File: src/rtl/multicart_bank_mapper_with_irq_macros.svh
// Assertion helpers for the bank mapper; compiled out when SYNTH is set.
`ifndef MULTICART_BANK_MAPPER_WITH_IRQ_MACROS_SVH
`define MULTICART_BANK_MAPPER_WITH_IRQ_MACROS_SVH

`ifndef SYNTH
// Check a property on clk, held off while rst_n is low.
`define MCBM_ASSERT(lbl, prop, msg) \
  lbl: assert property (@(posedge clk) disable iff (!rst_n) (prop)) else $error(msg);
// Check a property on clk at every edge, reset included.
`define MCBM_ASSERT_ALWAYS(lbl, prop, msg) \
  lbl: assert property (@(posedge clk) (prop)) else $error(msg);
`else
`define MCBM_ASSERT(lbl, prop, msg)
`define MCBM_ASSERT_ALWAYS(lbl, prop, msg)
`endif

`endif

File: src/rtl/mcbm_pkg.sv
package mcbm_pkg;

  localparam int ADDR_W  = 16;
  localparam int DATA_W  = 8;
  localparam int DIP_W   = 5;
  localparam int BANK_W  = 3;
  localparam int PRG_W   = 6;
  localparam int CNT_W   = 12;

  localparam logic [ADDR_W-1:0] LO_MASK   = 16'h71FF;
  localparam logic [ADDR_W-1:0] HI_MASK   = 16'hF1FF;
  localparam logic [ADDR_W-1:0] DISK_ADDR = 16'h4022;
  localparam logic [ADDR_W-1:0] SWAP_ADDR = 16'h4120;
  localparam logic [ADDR_W-1:0] IRQ_ADDR  = 16'h4122;
  localparam logic [3:0]        APU_PAGE  = 4'h4;
  localparam logic [DIP_W-1:0]  DIP_HMIRROR = 5'h18;
  localparam logic [BANK_W-1:0] DISK_BANK_RST = 3'd3;

  typedef enum logic [1:0] {
    REQ_WRITE    = 2'd0,
    REQ_TICK     = 2'd1,
    REQ_XLAT     = 2'd2,
    REQ_SOFT_RST = 2'd3
  } req_t;

  // Mapper state seen by the translate logic and the checks.
  typedef struct packed {
    logic [BANK_W-1:0] disk_bank;
    logic [BANK_W-1:0] unrom_bank;
    logic              swap_mode;
    logic              irq_enable;
    logic              irq_line;
  } map_state_t;

  // Disk-game window at 0xC000, indexed by swap bit and disk bank.
  function automatic logic [PRG_W-1:0] disk_xlat(input logic sw,
                                                 input logic [BANK_W-1:0] bank);
    logic [3:0] v;
    if (!sw) begin
      unique case (bank)
        3'd0: v = 4'd4;
        3'd2: v = 4'd5;
        3'd4: v = 4'd6;
        3'd6: v = 4'd7;
        default: v = 4'd3;
      endcase
    end else begin
      unique case (bank)
        3'd2: v = 4'd5;
        3'd4: v = 4'd4;
        3'd6: v = 4'd5;
        default: v = 4'd1;
      endcase
    end
    return {2'b00, v};
  endfunction

endpackage

File: src/rtl/mcbm_if.sv
interface mcbm_req_if;
  import mcbm_pkg::*;
  logic              valid;
  logic              ready;
  logic [1:0]        req_type;
  logic [ADDR_W-1:0] cpu_address;
  logic [DATA_W-1:0] write_data;
  modport source(output valid, req_type, cpu_address, write_data, input ready);
  modport sink(input valid, req_type, cpu_address, write_data, output ready);
endinterface

interface mcbm_res_if;
  import mcbm_pkg::*;
  logic             valid;
  logic             ready;
  logic [PRG_W-1:0] prg_bank;
  logic             prg_mapped;
  logic             irq_active;
  logic             mirror_horizontal;
  logic             apu_forward;
  modport source(output valid, prg_bank, prg_mapped, irq_active, mirror_horizontal,
                 apu_forward, input ready);
  modport sink(input valid, prg_bank, prg_mapped, irq_active, mirror_horizontal,
               apu_forward, output ready);
endinterface

interface mcbm_cfg_if;
  import mcbm_pkg::*;
  logic             valid;
  logic             ready;
  logic [DIP_W-1:0] dip_setting;
  modport source(output valid, dip_setting, input ready);
  modport sink(input valid, dip_setting, output ready);
endinterface

File: src/rtl/mcbm_state.sv
module mcbm_state (
  input  logic                        clk,
  input  logic                        rst_n,
  input  logic                        step_en,
  input  logic [1:0]                  req_type,
  input  logic [mcbm_pkg::ADDR_W-1:0] cpu_address,
  input  logic [mcbm_pkg::DATA_W-1:0] write_data,
  output mcbm_pkg::map_state_t        cur,
  output logic                        irq_nxt,
  output logic                        apu_hit
);
  import mcbm_pkg::*;

  map_state_t       st_r, st_nxt;
  logic [CNT_W-1:0] cnt_r, cnt_nxt, cnt_inc;
  logic [3:0]       page;
  req_t             req;

  assign req     = req_t'(req_type);
  assign page    = cpu_address[ADDR_W-1 -: 4];
  assign cnt_inc = cnt_r + 1'b1;

  always_comb begin
    st_nxt  = st_r;
    cnt_nxt = cnt_r;
    apu_hit = 1'b0;
    unique case (req)
      REQ_WRITE: begin
        if (page >= APU_PAGE) begin
          if (page == APU_PAGE) begin
            apu_hit = 1'b1;
          end else if (cpu_address[ADDR_W-1]) begin
            st_nxt.unrom_bank = write_data[BANK_W-1:0];
          end
          if ((cpu_address & LO_MASK) == DISK_ADDR) begin
            st_nxt.disk_bank = write_data[BANK_W-1:0];
          end
          if ((cpu_address & LO_MASK) == SWAP_ADDR) begin
            st_nxt.swap_mode = write_data[0];
          end
          if ((cpu_address & HI_MASK) == IRQ_ADDR) begin
            st_nxt.irq_enable = write_data[0];
            st_nxt.irq_line   = 1'b0;
            cnt_nxt           = '0;
          end
        end
      end
      REQ_TICK: begin
        if (st_r.irq_enable) begin
          cnt_nxt = cnt_inc;
          if (cnt_inc == '0) begin
            st_nxt.irq_line = 1'b1;
          end
        end
      end
      REQ_XLAT: begin
      end
      REQ_SOFT_RST: begin
        st_nxt.irq_enable = 1'b0;
        cnt_nxt           = '0;
      end
      default: begin
      end
    endcase
  end

  always_ff @(posedge clk) begin
    if (!rst_n) begin
      st_r.disk_bank  <= DISK_BANK_RST;
      st_r.unrom_bank <= '0;
      st_r.swap_mode  <= 1'b0;
      st_r.irq_enable <= 1'b0;
      st_r.irq_line   <= 1'b0;
      cnt_r           <= '0;
    end else if (step_en) begin
      st_r  <= st_nxt;
      cnt_r <= cnt_nxt;
    end
  end

  assign cur     = st_r;
  assign irq_nxt = st_nxt.irq_line;

endmodule

File: src/rtl/mcbm_xlat.sv
module mcbm_xlat (
  input  logic [1:0]                  req_type,
  input  logic [mcbm_pkg::ADDR_W-1:0] cpu_address,
  input  logic [mcbm_pkg::DIP_W-1:0]  dip_setting,
  input  mcbm_pkg::map_state_t        cur,
  output logic [mcbm_pkg::PRG_W-1:0]  prg_bank,
  output logic                        prg_mapped
);
  import mcbm_pkg::*;

  logic [2:0]       win;
  logic [DIP_W-1:0] b16;
  logic [PRG_W-1:0] b;
  logic             ok;
  logic             is_xlat;

  assign win     = cpu_address[ADDR_W-1 -: 3];
  assign is_xlat = (req_t'(req_type) == REQ_XLAT);

  always_comb begin
    b   = '0;
    ok  = 1'b1;
    b16 = cpu_address[ADDR_W-2] ? (dip_setting | DIP_W'(7))
                                : (dip_setting | DIP_W'(cur.unrom_bank));
    if (dip_setting == '0) begin
      unique case (win)
        3'd3: b = cur.swap_mode ? PRG_W'(0) : PRG_W'(2);
        3'd4: b = cur.swap_mode ? PRG_W'(0) : PRG_W'(1);
        3'd5: b = '0;
        3'd6: b = disk_xlat(cur.swap_mode, cur.disk_bank);
        3'd7: b = cur.swap_mode ? PRG_W'(8) : PRG_W'(10);
        default: ok = 1'b0;
      endcase
    end else if (cpu_address[ADDR_W-1]) begin
      b = {b16, cpu_address[ADDR_W-3]};
    end else begin
      ok = 1'b0;
    end
    if (is_xlat && ok) begin
      prg_bank   = b;
      prg_mapped = 1'b1;
    end else begin
      prg_bank   = '0;
      prg_mapped = 1'b0;
    end
  end

endmodule

File: src/rtl/multicart_bank_mapper_with_irq.sv
// Channel   Dir  Transaction
// in_req    in   one request: req_type, cpu_address, write_data
// out_res   out  one result: prg_bank, prg_mapped, irq_active, mirror, apu
// cfg_wr    in   dip_setting write, always ready
//
// One result per request; one request per cycle sustained while the output
// does not stall. A request sits in the input stage, where the mapper state
// updates and the translate logic works, and then moves into the output register.
// Reset (rst_n, synchronous, active low) empties both stages and loads the
// power-on mapper state. An output stall holds the output register; the input
// stage still takes a new request whenever it can move into that register.
`include "multicart_bank_mapper_with_irq_macros.svh"

module multicart_bank_mapper_with_irq (
  input  logic       clk,
  input  logic       rst_n,
  mcbm_req_if.sink   in_req,
  mcbm_res_if.source out_res,
  mcbm_cfg_if.sink   cfg_wr
);
  import mcbm_pkg::*;

  // Input stage: the request being worked on.
  logic              stg_v_r;
  logic [1:0]        stg_type_r;
  logic [ADDR_W-1:0] stg_addr_r;
  logic [DATA_W-1:0] stg_data_r;

  // Output register.
  logic              out_v_r;
  logic [PRG_W-1:0]  out_bank_r;
  logic              out_mapped_r;
  logic              out_irq_r;
  logic              out_mirror_r;
  logic              out_apu_r;

  logic [DIP_W-1:0]  dip_r;

  logic              advance;
  logic              in_fire;
  map_state_t        cur;
  logic              irq_nxt;
  logic              apu_hit;
  logic [PRG_W-1:0]  xl_bank;
  logic              xl_mapped;

  // Advance the stage when the output register is empty or being drained.
  assign advance      = stg_v_r && (!out_v_r || out_res.ready);
  assign in_req.ready = !stg_v_r || advance;
  assign in_fire      = in_req.valid && in_req.ready;
  assign cfg_wr.ready = 1'b1;

  always_ff @(posedge clk) begin
    if (!rst_n) begin
      stg_v_r <= 1'b0;
    end else if (in_req.ready) begin
      stg_v_r <= in_req.valid;
    end
  end

  // Payload loads only on a transaction; no reset needed.
  always_ff @(posedge clk) begin
    if (in_fire) begin
      stg_type_r <= in_req.req_type;
      stg_addr_r <= in_req.cpu_address;
      stg_data_r <= in_req.write_data;
    end
  end

  always_ff @(posedge clk) begin
    if (!rst_n) begin
      dip_r <= '0;
    end else if (cfg_wr.valid) begin
      dip_r <= cfg_wr.dip_setting;
    end
  end

  mcbm_state u_state (
    .clk         (clk),
    .rst_n       (rst_n),
    .step_en     (advance),
    .req_type    (stg_type_r),
    .cpu_address (stg_addr_r),
    .write_data  (stg_data_r),
    .cur         (cur),
    .irq_nxt     (irq_nxt),
    .apu_hit     (apu_hit)
  );

  mcbm_xlat u_xlat (
    .req_type    (stg_type_r),
    .cpu_address (stg_addr_r),
    .dip_setting (dip_r),
    .cur         (cur),
    .prg_bank    (xl_bank),
    .prg_mapped  (xl_mapped)
  );

  always_ff @(posedge clk) begin
    if (!rst_n) begin
      out_v_r <= 1'b0;
    end else if (advance) begin
      out_v_r <= 1'b1;
    end else if (out_res.ready) begin
      out_v_r <= 1'b0;
    end
  end

  // Hold the result until it is taken; load the next one on advance.
  always_ff @(posedge clk) begin
    if (advance) begin
      out_bank_r   <= xl_bank;
      out_mapped_r <= xl_mapped;
      out_irq_r    <= irq_nxt;
      out_mirror_r <= (dip_r == DIP_HMIRROR);
      out_apu_r    <= apu_hit;
    end
  end

  assign out_res.valid             = out_v_r;
  assign out_res.prg_bank          = out_bank_r;
  assign out_res.prg_mapped        = out_mapped_r;
  assign out_res.irq_active        = out_irq_r;
  assign out_res.mirror_horizontal = out_mirror_r;
  assign out_res.apu_forward       = out_apu_r;

  // The input side stalls only when both stages are full and the sink waits.
  `MCBM_ASSERT(a_stall_cause, !in_req.ready |-> (stg_v_r && out_v_r && !out_res.ready), "input stalled without a full pipe")
  // The IRQ line rises only from a counted cycle tick.
  `MCBM_ASSERT(a_irq_rise, $rose(cur.irq_line) |-> $past(advance && (req_t'(stg_type_r) == REQ_TICK)), "irq rose without a tick")
  // An acknowledge write drops the IRQ line.
  `MCBM_ASSERT(a_irq_ack, (advance && (req_t'(stg_type_r) == REQ_WRITE) && ((stg_addr_r & HI_MASK) == IRQ_ADDR)) |=> !cur.irq_line, "irq ack missed")
  // Only translate requests report a mapped window.
  `MCBM_ASSERT(a_map_xlat, (stg_v_r && xl_mapped) |-> (req_t'(stg_type_r) == REQ_XLAT), "mapped flag on a non-translate request")

endmodule
File: src/flat_wrapper.sv
// flat-port wrapper written by rule: the top's interface ports become plain ports
module multicart_bank_mapper_with_irq_flat import mcbm_pkg::*;
  (clk, rst_n, in_req_valid, in_req_req_type, in_req_cpu_address, in_req_write_data, in_req_ready, out_res_valid, out_res_prg_bank, out_res_prg_mapped, out_res_irq_active, out_res_mirror_horizontal, out_res_apu_forward, out_res_ready, cfg_wr_valid, cfg_wr_dip_setting, cfg_wr_ready);
  mcbm_req_if in_req_i ();
  mcbm_res_if out_res_i ();
  mcbm_cfg_if cfg_wr_i ();
  input  logic clk;
  input  logic rst_n;
  input wire logic [$bits(in_req_i.valid)-1:0] in_req_valid;
  input wire logic [$bits(in_req_i.req_type)-1:0] in_req_req_type;
  input wire logic [$bits(in_req_i.cpu_address)-1:0] in_req_cpu_address;
  input wire logic [$bits(in_req_i.write_data)-1:0] in_req_write_data;
  output wire logic [$bits(in_req_i.ready)-1:0] in_req_ready;
  output wire logic [$bits(out_res_i.valid)-1:0] out_res_valid;
  output wire logic [$bits(out_res_i.prg_bank)-1:0] out_res_prg_bank;
  output wire logic [$bits(out_res_i.prg_mapped)-1:0] out_res_prg_mapped;
  output wire logic [$bits(out_res_i.irq_active)-1:0] out_res_irq_active;
  output wire logic [$bits(out_res_i.mirror_horizontal)-1:0] out_res_mirror_horizontal;
  output wire logic [$bits(out_res_i.apu_forward)-1:0] out_res_apu_forward;
  input wire logic [$bits(out_res_i.ready)-1:0] out_res_ready;
  input wire logic [$bits(cfg_wr_i.valid)-1:0] cfg_wr_valid;
  input wire logic [$bits(cfg_wr_i.dip_setting)-1:0] cfg_wr_dip_setting;
  output wire logic [$bits(cfg_wr_i.ready)-1:0] cfg_wr_ready;
  assign in_req_i.valid = in_req_valid;
  assign in_req_i.req_type = in_req_req_type;
  assign in_req_i.cpu_address = in_req_cpu_address;
  assign in_req_i.write_data = in_req_write_data;
  assign in_req_ready = in_req_i.ready;
  assign out_res_valid = out_res_i.valid;
  assign out_res_prg_bank = out_res_i.prg_bank;
  assign out_res_prg_mapped = out_res_i.prg_mapped;
  assign out_res_irq_active = out_res_i.irq_active;
  assign out_res_mirror_horizontal = out_res_i.mirror_horizontal;
  assign out_res_apu_forward = out_res_i.apu_forward;
  assign out_res_i.ready = out_res_ready;
  assign cfg_wr_i.valid = cfg_wr_valid;
  assign cfg_wr_i.dip_setting = cfg_wr_dip_setting;
  assign cfg_wr_ready = cfg_wr_i.ready;
  multicart_bank_mapper_with_irq u_core (.clk(clk), .rst_n(rst_n), .in_req(in_req_i), .out_res(out_res_i), .cfg_wr(cfg_wr_i));
endmodule
File: config.mk
export PLATFORM = sky130hd
export DESIGN_NAME = multicart_bank_mapper_with_irq_flat
export DESIGN_NICKNAME = d
export VERILOG_FILES = /design/src/rtl/mcbm_pkg.sv /design/src/rtl/mcbm_if.sv /design/src/rtl/mcbm_state.sv /design/src/rtl/mcbm_xlat.sv /design/src/rtl/multicart_bank_mapper_with_irq.sv /design/src/flat_wrapper.sv
export VERILOG_INCLUDE_DIRS = /design/src /design/src/rtl
export SDC_FILE = /design/constraint.sdc
export NUM_CORES = 1
export LEC_CHECK = 0
export BUFFER_PORTS_ARGS = -buffer_cell sky130_fd_sc_hd__buf_2
export CORE_MARGIN = 8
export CORE_UTILIZATION = 55
export CTS_BUF_LIST = sky130_fd_sc_hd__clkbuf_8 sky130_fd_sc_hd__clkbuf_16
export CTS_CLUSTER_SIZE = 24
export DETAILED_ROUTE_END_ITERATION = 8
export HOLD_SLACK_MARGIN = 0.03
export PLACE_DENSITY = 0.88
export SLEW_MARGIN = 30
export SYNTH_ARGS = -nofsm -noshare
export SYNTH_HDL_FRONTEND = slang
export SYNTH_SLANG_ARGS = --single-unit
File: constraint.sdc
create_clock -name clk -period 2.12 [get_ports clk]
set_input_delay 0.212 -clock clk [delete_from_list [all_inputs] [get_ports clk]]
set_output_delay 0.212 -clock clk [all_outputs]
set_load 0.02 [all_outputs]
==> out/metrics.csv <==
stage,metric,value,unit
floorplan,initial core utilization,56.37,%
power,combinational fraction of design power,9.0,%
power,maximum vdd drop,0.4511,mV
timing,Final Hold Violating Endpoints,0,
drt,vias post-DR,2016,
setup_path,Crit. End Element,flop,
final_layout,Final #Nets,326,
clock_network,CTS tree,built,
drt,DRT iter0 DRCs,148,
synth,largest area contributor in the netlist,edfxtp_1,
setup_path,Worst Path Max Fanout,10,
place,gp weighted congestion,0.8999,
global_route,largest net degree at the start of global routing,19,
power,PwrDens,655.1,nW/um^2
drt,post-DR wirelength/cell,15.90,um
drt,vias per cell,5.929,
setup_path,CP peak stage delay,0.42,ns
drt,DRC,0,
clock_network,htree depth,2,
global_route,initial antenna violation count,0,
clock_network,postcts setup bufs,0,
power,P_int,1488,uW
status,outcome,finished clean,
setup_path,slowest CP cell,edfxtp_1,
synth,ys async rst share,0,%
clock_network,clk_lat worst skew,0.31,ns
place,Placement Setup Slack,0.2486,ns
global_route,vias in the first global route,1943,
synth,post-synth cell types,49,
place,hpwl dp,3.968,mm
place,IO Port Bufs,39,
clock_network,clk sink count,56,
timing,setup ws final,0.1387,ns
synth,register area share after synthesis,52.98,%
timing,worst hold slack,0.06699,ns
floorplan,# IOs,49,
final_layout,fillers,374,
global_route,first-pass GRT wire length,9.059,mm
clock_network,deepest clock path buffer count,2,
timing,slew margin rel.,47.72,%
timing,RSZ-0062 raised after global routing,no,
timing,"Setup violations, final",0,
power,Psw,477.5,uW
floorplan,die area,7285,um^2
synth,Post-synth EDFFs,28,
min_path,startpoint of the worst hold path,in_req_cpu_address[4],
power,Leak,0.001170,uW
clock_network,"CTS clk-pin slew, worst paths",0.10,ns
drt,"antenna viol nets, final",0,
synth,Commonest cells post-synth,"dfxtp_1 (28), edfxtp_1 (28), nand2_1 (19)",
synth,Ys Warns,0,
synth,Area contributors post-synth,"edfxtp_1 (32%), dfxtp_1 (21%), mux2i_1 (4.9%)",
synth,Gate Count Post-Synth,242,
clock_network,cts hold-fix bufs,0,
min_path,HP Class,in2reg,
setup_path,Worst EP arrival,2.19,ns
final_layout,share of layout cells above drive strength 1,21.33,%
final_layout,ANT cells,0,
timing,fin. max-slew vios,0,
timing,Period minus WS final,1.981,ns
setup_path,"most used cell, CP",inv_1,
min_path,Hold Crit Endpoint,u_core.stg_addr_r[4],
clock_network,post-CTS sizing,0,
setup_path,reg2reg end,u_core.u_state.cnt_r[6],
min_path,hold depth,1,
floorplan,Die Height,85.35,um
setup_path,critical path type,reg2reg,
power,Switching Fraction,24.29,%
flow_run,MaxCap Viol Count,0,
global_route,GRT Residual Overflow,0,
timing,Final Cycle Share,93.46,%
setup_path,ordered cell list for the critical path,"inv_1, ha_1, inv_1, a41o_1, and2_1, nand3_2, o31ai_1",
setup_path,worst setup path start,u_core.stg_type_r[0],
setup_path,CP required,2.33,ns
power,sequential share of power,61.1,%
timing,Layout Skew,0.005996,ns
synth,mapped cell area,2645,um^2
drt,Pre-Repair DR Iteration Count,4,
setup_path,flop-to-flop setup slack,0.14,ns
setup_path,Reg-to-Reg Start,u_core.stg_type_r[0],
final_layout,"Area growth, synth to finish",13.43,%
power,clock power share,29.9,%
clock_network,TritonCTS Buffers,5,
final_layout,Multi-input gate area,1164,um^2
global_route,All-Layer GR Usage,15.22,%
clock_network,Root Driver,clkbuf_8,
setup_path,Critical Path Start Type,flop,
synth,Avg Inst Size Synth,10.93,um^2
floorplan,die width,85.35,um
timing,worst slew pin tran,0.7842,ns
synth,Synthesized Nets,283,
synth,share of the synthesized area in the top cell type,31.79,%
floorplan,row count,25,
final_layout,FF+latch area,1401,um^2
floorplan,Core Region,4692,um^2
timing,Total Neg Setup Slack,0,ns
drt,Routed WL,5.407,mm
timing,Max Clock Freq,504.7,MHz
setup_path,Register-to-Register Path Depth,7,
synth,"FF+latch count, synth",56,
synth,most common flop cell mapped by yosys,edfxtp_1,
[critical path, delay by kind of cell (launching register included)]
family | cells | cell delay (ns)
buffers and inverters | 2 | 0.26
adder cells (fa/ha/maj) | 1 | 0.25
AND/OR/NAND/NOR | 2 | 0.42
AO/OA/AOI/OAI | 2 | 0.54
flip-flops | 1 | 0.42
[logic make-up (layout without fill, tap and decap cells)]
kind of cell               count (synthesis)  after routing  synth area share, %
muxes                                     13             13                4.919
DFF                                       56             56                52.98
AOI/OAI and AO/OA                         52             52                14.52
and+or+nand+nor                           96             96                21.71
other                                      1              1               0.1418
adders and majority gates                  5              5                2.365
xor gates and xnor gates                   1              1               0.3312
buffers and inverters                     18             62                3.028
[state kept, by name (all words and copies together) (netlist names)]
| register | flops |
|---|---|
| u_core.stg_type_r | 2 |
| u_core.stg_data_r | 3 |
| u_core.out_res.mirror_horizontal | 1 |
| u_core.out_res.valid | 1 |
| u_core.stg_addr_r | 13 |
| u_core.u_state.cnt_r | 12 |
| u_core.out_res.prg_bank | 6 |
| u_core.u_state.cur | 9 |
| u_core.stg_v_r | 1 |
| u_core.dip_r | 5 |
| u_core.out_res.apu_forward | 1 |
| u_core.out_res.irq_active | 1 |
| u_core.out_res.prg_mapped | 1 |
[how the worst max path moves through the flow]
| stage | end | slack [ns] | cells after the start |
|---|---|---|---|
| after floorplan | u_core.u_state.cur[0] | 0.32 | 8 |
| after global routing | u_core.u_state.cnt_r[10] | 0.01 | 7 |
| final | u_core.u_state.cnt_r[6] | 0.14 | 7 |
| after global placement | u_core.out_res.prg_bank[1] | 0.31 | 4 |
| after detailed placement | u_core.u_state.cnt_r[10] | 0.25 | 7 |
| after CTS | u_core.u_state.cnt_r[10] | 0.17 | 5 |
[layer usage]
layer | wire length [um] | GRT usage [%] | vias to the layer above
met2 | 2614 | 25.50 | 73
met1 | 2323 | 18.26 | 939
met3 | 357 | 4.054 | 13
li1 | - | - | 991
met5 | 0 | 0 | -
met4 | 112 | 5.573 | 0
[stage by stage]
stage                     total power [uW]  utilization [%]  instance area [um^2]  instances
after floorplan                       1339                -                  2645        242
after global placement                1394            62.03                  2910        332
after detailed placement              1403            62.03                  2910        332
after CTS                             1983            63.95                  3000        340
after global routing                  2050            63.95                  3000        340
final                                 1965            63.95                  3000        340
[layout by cell type (no fill, tap or decap), types with 2 or more instances in the layout]
| cell | instances |
|---|---|
| buf_2 | 39 |
| o211ai_1 | 10 |
| nor2b_1 | 15 |
| dfxtp_1 | 28 |
| clkbuf_8 | 5 |
| nor4_1 | 3 |
| edfxtp_1 | 28 |
| a21oi_1 | 6 |
| and4_1 | 4 |
| a31oi_1 | 2 |
| mux2i_1 | 13 |
| nand2_1 | 19 |
| or3_1 | 4 |
| nand3_2 | 2 |
| o21ai_1 | 2 |
| o41ai_1 | 3 |
| nand2b_1 | 3 |
| and2_1 | 9 |
| nor3_1 | 4 |
| and3_1 | 5 |
| buf_4 | 7 |
| a21boi_1 | 3 |
| ha_1 | 5 |
| nand4_1 | 3 |
| nand3_1 | 10 |
| a21o_1 | 3 |
| o31ai_1 | 10 |
| inv_1 | 8 |
| nor2_1 | 8 |
| o21ai_0 | 3 |
| o21a_1 | 2 |
[power groups by stage]
stage               combinational, uW  sequential (uW)  clock, uW
floorplan                         103             1240          0
CTS                               178             1200        604
global placement                  171             1220          0
detailed placement                177             1230          0
global route                      194             1210        651
finish                            178             1200        587
[final cells by class]
cell class                 instances  area share [%]
clock buffer                       5           2.294
tap                               54           2.252
inverter                           8           1.001
clock inverter                     3          0.7089
timing repair buffer              46           8.257
multi-input combinational        168           38.78
sequential                        56           46.71
No activity file was read; power rests on OpenSTA's default activity.
